--- src/hw/rtl/ptw_pkg.sv ---
`timescale 1ns / 1ps
// ----------------------------------------------------------------------------
// ptw_pkg: shared types and constants for the page table walker
// Operation codes, status codes, queue entry type and sequencer states.
// ----------------------------------------------------------------------------
package ptw_pkg;

  localparam int MemWordsDefault = 16384;
  localparam int AddrW = 52;
  localparam int FramesW = 6;
  localparam int TableEntries = 512;

  typedef enum logic [1:0] {
    OP_WRITE = 2'd0,
    OP_MAP = 2'd1,
    OP_UNMAP = 2'd2,
    OP_XLATE = 2'd3
  } op_t;

  typedef enum logic [1:0] {
    ST_OK = 2'd0,
    ST_UNMAPPED = 2'd1,
    ST_NOFRAMES = 2'd2
  } status_t;

  typedef enum logic [1:0] {
    CFG_ROOT = 2'd0,
    CFG_BASE = 2'd1,
    CFG_FRAMES = 2'd2
  } cfg_idx_t;

  typedef struct packed {
    op_t op;
    logic [47:0] virt_addr;
    logic [63:0] phys_addr;
    logic [63:0] flags;
    logic [63:0] word_value;
  } cmd_t;

  typedef enum logic [3:0] {
    S_INIT, S_IDLE, S_RD, S_WAIT, S_CHECK, S_CLEAR, S_LINK, S_LEAF, S_DONE
  } seq_state_t;

  typedef struct packed {
    logic [1:0] status;
    logic [63:0] result_addr;
  } rsp_t;

endpackage

--- src/hw/rtl/ptw_front.sv ---
`timescale 1ns / 1ps
// ----------------------------------------------------------------------------
// ptw_front: input capture and two-entry command queue
// Accepts transfers and queues them for the sequencer.
// ----------------------------------------------------------------------------
module ptw_front (
  input  logic           clk,
  input  logic           rst,
  input  logic           s_tvalid,
  output logic           s_tready,
  input  ptw_pkg::cmd_t  s_cmd,
  output logic           q_valid,
  input  logic           q_pop,
  output ptw_pkg::cmd_t  q_cmd
);
  import ptw_pkg::*;

  cmd_t slot [2];
  logic wr_ptr;
  logic rd_ptr;
  logic [1:0] count;
  logic push;

  assign s_tready = (count != 2'd2);
  assign push = s_tvalid && s_tready;
  assign q_valid = (count != 2'd0);
  assign q_cmd = slot[rd_ptr];

  always_ff @(posedge clk) begin
    if (push) begin
      slot[wr_ptr] <= s_cmd;
    end
  end

  always_ff @(posedge clk) begin
    if (rst) begin
      wr_ptr <= 1'b0;
      rd_ptr <= 1'b0;
      count <= 2'd0;
    end else begin
      if (push) wr_ptr <= ~wr_ptr;
      if (q_pop) rd_ptr <= ~rd_ptr;
      count <= count + {1'b0, push} - {1'b0, q_pop};
    end
  end
endmodule

--- config.mk ---
export PLATFORM = sky130hd
export DESIGN_NAME = ptw_front
export DESIGN_NICKNAME = d
export VERILOG_FILES = /design/src/hw/rtl/ptw_pkg.sv /design/src/hw/rtl/ptw_front.sv
export SDC_FILE = /design/constraint.sdc
export NUM_CORES = 1
export LEC_CHECK = 0
export CAP_MARGIN = 20
export CORE_AREA = 2 2 191 193
export DETAILED_ROUTE_END_ITERATION = 8
export DIE_AREA = 0 0 193 195
export DONT_BUFFER_PORTS = 1
export GPL_TIMING_DRIVEN = 0
export PLACE_DENSITY = 0.7
export SLEW_MARGIN = 10
export SYNTH_ARGS = -nofsm -noshare
export SYNTH_HDL_FRONTEND = slang
export SYNTH_SLANG_ARGS = --single-unit
--- constraint.sdc ---
create_clock -name clk -period 6.61 [get_ports clk]
set_clock_uncertainty 0.05 [all_clocks]
set_input_delay 0.661 -clock clk [delete_from_list [all_inputs] [get_ports clk]]
set_output_delay 0.661 -clock clk [all_outputs]
set_load 0.01 [all_outputs]
==> reports/qor.csv <==
stage;metric;value;unit
route;Routed Antenna Nets;0;
floorplanning;Core Rows;69;
min_path;hold path depth;1;
setup_path;Reg2Reg Depth;4;
pwr;power per cell area;346;nW/um^2
grt;total track usage;18.4;%
grt;total gr overflow;0;
floorplanning;CORE AREA;35400;sq um
placement;# port buffers;0;
grt;initial antenna violation count;3;
clocking;CTS tree;yes;
clocking;Hold Buf Count CTS;0;
route;DRC;0;
grt;first-pass GRT wire length;50000;um
sta;Max Transition Viols Final;0;
sta;Max Freq;0.380;GHz
clocking;Max clock buf depth;3;
sta;RSZ-0062 raised after global routing;false;
floorplanning;Die W;193;um
route;via count;7367;
setup_path;Reg-to-Reg Start;count[0];
logic_synthesis;syn_area_per_cell;22.7;sq um
clocking;clk_lat worst skew;0.57;ns
final_layout;fill cell count;2593;
final_layout;area of the multi-input gates;2870;sq um
flow_run;Max Cap Viol;0;
floorplanning;Initial Utilization;50.2;%
floorplanning;die height;195;um
setup_path;CP Launch Type;flop;
min_path;min-delay src;rst;
clocking;Sink Count;489;
sta;Slew @ Worst Pin;0.655;ns
sta;post-layout min period;2.63;ns
clocking;PostCTS Resize Cnt;0;
grt;largest net degree at the start of global routing;107;
min_path;end of the worst hold path;wr_ptr;
grt;vias in the first global route;7856;
setup_path;Worst EP required;5.90;ns
final_layout;post-layout util;56.3;%
pwr;Peak VDD IR;0.286;mV
logic_synthesis;register area share after synthesis;82.3;%
logic_synthesis;cells after synthesis;782;
sta;Min Hold Slack;0.101;ns
clocking;Clock transition at path regs;0.06;ns
route;TritonRoute pass-1 iters;4;
setup_path;CP endpoint kind;output pin;
setup_path;WP data arrival;1.92;ns
pwr;Pleak;6.43;nW
route;DRC marker count from the first detailed-route iteration;349;
final_layout;Seq. cell area;14600;sq um
setup_path;WS Path Type;reg -> out;
logic_synthesis;synth unique cells;22;
sta;final hold violations;0;
final_layout;most frequent cells in the layout;edfxtp_1 (484), mux2_2 (242), clkbuf_16 (49);
final_layout;area delta synth->final;12.0;%
placement;placed cells;1249;
setup_path;Critical Path Fanout Max;10;
final_layout;Final nets;1084;
logic_synthesis;FF+latch count, synth;489;
route;Routed wire per std cell;27.1;um
sta;Final TNS setup;0;ns
final_layout;fraction of layout cells with a size suffix above 1;39.0;%
route;total routed wirelength;36200;um
sta;final period utilization;39.8;%
route;via/cell ratio;5.51;
floorplanning;DIE AREA;37600;sq um
run_status;outcome;finished clean;
sta;final setup fails;0;
final_layout;final cell count without fillers;1336;
clocking;Post-CTS Setup Bufs;0;
setup_path;r2r endpoint;slot[1][167];
clocking;CTS Buf Count;47;
placement;last weighted congestion value of the routability-driven placer;0.772;
sta;Slew headroom;56.4;%
min_path;worst hold-check path type;in -> reg;
clocking;Root Driver;clkbuf_16;
floorplanning;I/O pin cnt;490;
placement;dpl hpwl;25400;um
logic_synthesis;Mapped Area;17800;sq um
pwr;Final Power;6.89;mW
setup_path;Reg2Reg Setup Slack;4.16;ns
clocking;maximum level of the CTS H-tree;2;
logic_synthesis;net count after synthesis;1029;
logic_synthesis;Ys Warns;0;
final_layout;most common cell after layout, fill and taps aside;edfxtp_1;
==> cells in the mapped netlist <==
master | n | area share (%)
edfxtp_1 | 484 | 82
a21oi_1 | 1 | 0.028
or4b_1 | 1 | 0.056
nand4b_1 | 1 | 0.049
a21bo_2 | 1 | 0.056
nor2b_1 | 1 | 0.035
a2111oi_0 | 1 | 0.049
nor2_1 | 3 | 0.063
dfxtp_1 | 5 | 0.56
buf_2 | 7 | 0.20
or2_2 | 1 | 0.035
nand3b_1 | 1 | 0.042
nand2_1 | 1 | 0.021
inv_1 | 4 | 0.084
a21boi_2 | 1 | 0.063
buf_6 | 20 | 1.3
nand2b_1 | 1 | 0.035
and3_1 | 1 | 0.035
xnor2_1 | 2 | 0.099
ha_1 | 1 | 0.070
mux2_2 | 242 | 15
nand4_1 | 2 | 0.070
==> registers in the layout, summed over array words and instances, names as in the netlist, named ones only <==
name / flops
slot: 484
count: 2
rd_ptr: 1
wr_ptr: 1
==> worst max path at each step <==
stage	slack, ns	depth (start not counted)	end	startpoint
2_1_floorplan	0.54	2	slot[0][0]	s_tvalid
3_3_place_gp	-2.00	3	slot[0][176]	count[0]
3_5_place_dp	4.16	4	slot[1][179]	count[0]
4_1_cts	3.86	4	q_cmd[129]	flop
5_1_grt	3.84	4	q_cmd[92]	flop
6_report	3.98	4	q_cmd[91]	flop
==> worst max-delay path: stages, from the launching register on <==
cell and delay [ns]:
dfxtp_1 0.30, buf_2 0.20, buf_6 0.23, buf_6 0.20, mux2_2 0.41
==> cells by family after synthesis <==
| group | after synthesis | share of synthesized area [%] |
|---|---|---|
| muxes | 242 | 15.3 |
| and+or+nand+nor | 13 | 0.443 |
| adders and majority gates | 1 | 0.0704 |
| xor gates and xnor gates | 2 | 0.0985 |
| buffers and inverters | 31 | 1.55 |
| AOI/OAI and AO/OA | 4 | 0.197 |
| DFF | 489 | 82.3 |
==> layout make-up <==
type | instances | share of cell area [%]
clock buffers | 60 | 6.36
inverters | 4 | 0.113
flip-flops and latches | 489 | 73.5
repair buffers | 6 | 0.792
plain buffers | 27 | 1.31
clock inverters | 23 | 0.565
multi-input cells | 262 | 14.4
well taps | 461 | 2.90
diodes | 4 | 0.0503
==> per-stage QoR <==
stage	area, sq um	setup slack, ns
final	19900	3.98
after floorplan	17800	0.537
after global routing	19900	3.84
after detailed placement	18500	4.16
after global placement	18400	-2.00
after CTS	19900	3.86
==> where the power goes <==
part	total (mW)	switching (mW)	internal, mW
Combinational	0.706	0.453	0.253
Sequential	3.77	0.0545	3.72
Clock	2.42	1.07	1.35
Total	6.89	1.57	5.32
==> layer usage <==
| layer | track usage [%] | up-vias | wire length [um] |
|---|---|---|---|
| li1 | - | 3245 | - |
| met1 | 17.6 | 3652 | 11300 |
| met2 | 31.3 | 406 | 18000 |
| met3 | 11.9 | 64 | 5790 |
| met4 | 7.24 | 0 | 1090 |
| met5 | 0 | - | 0 |
(Power assumes the default switching activity.)
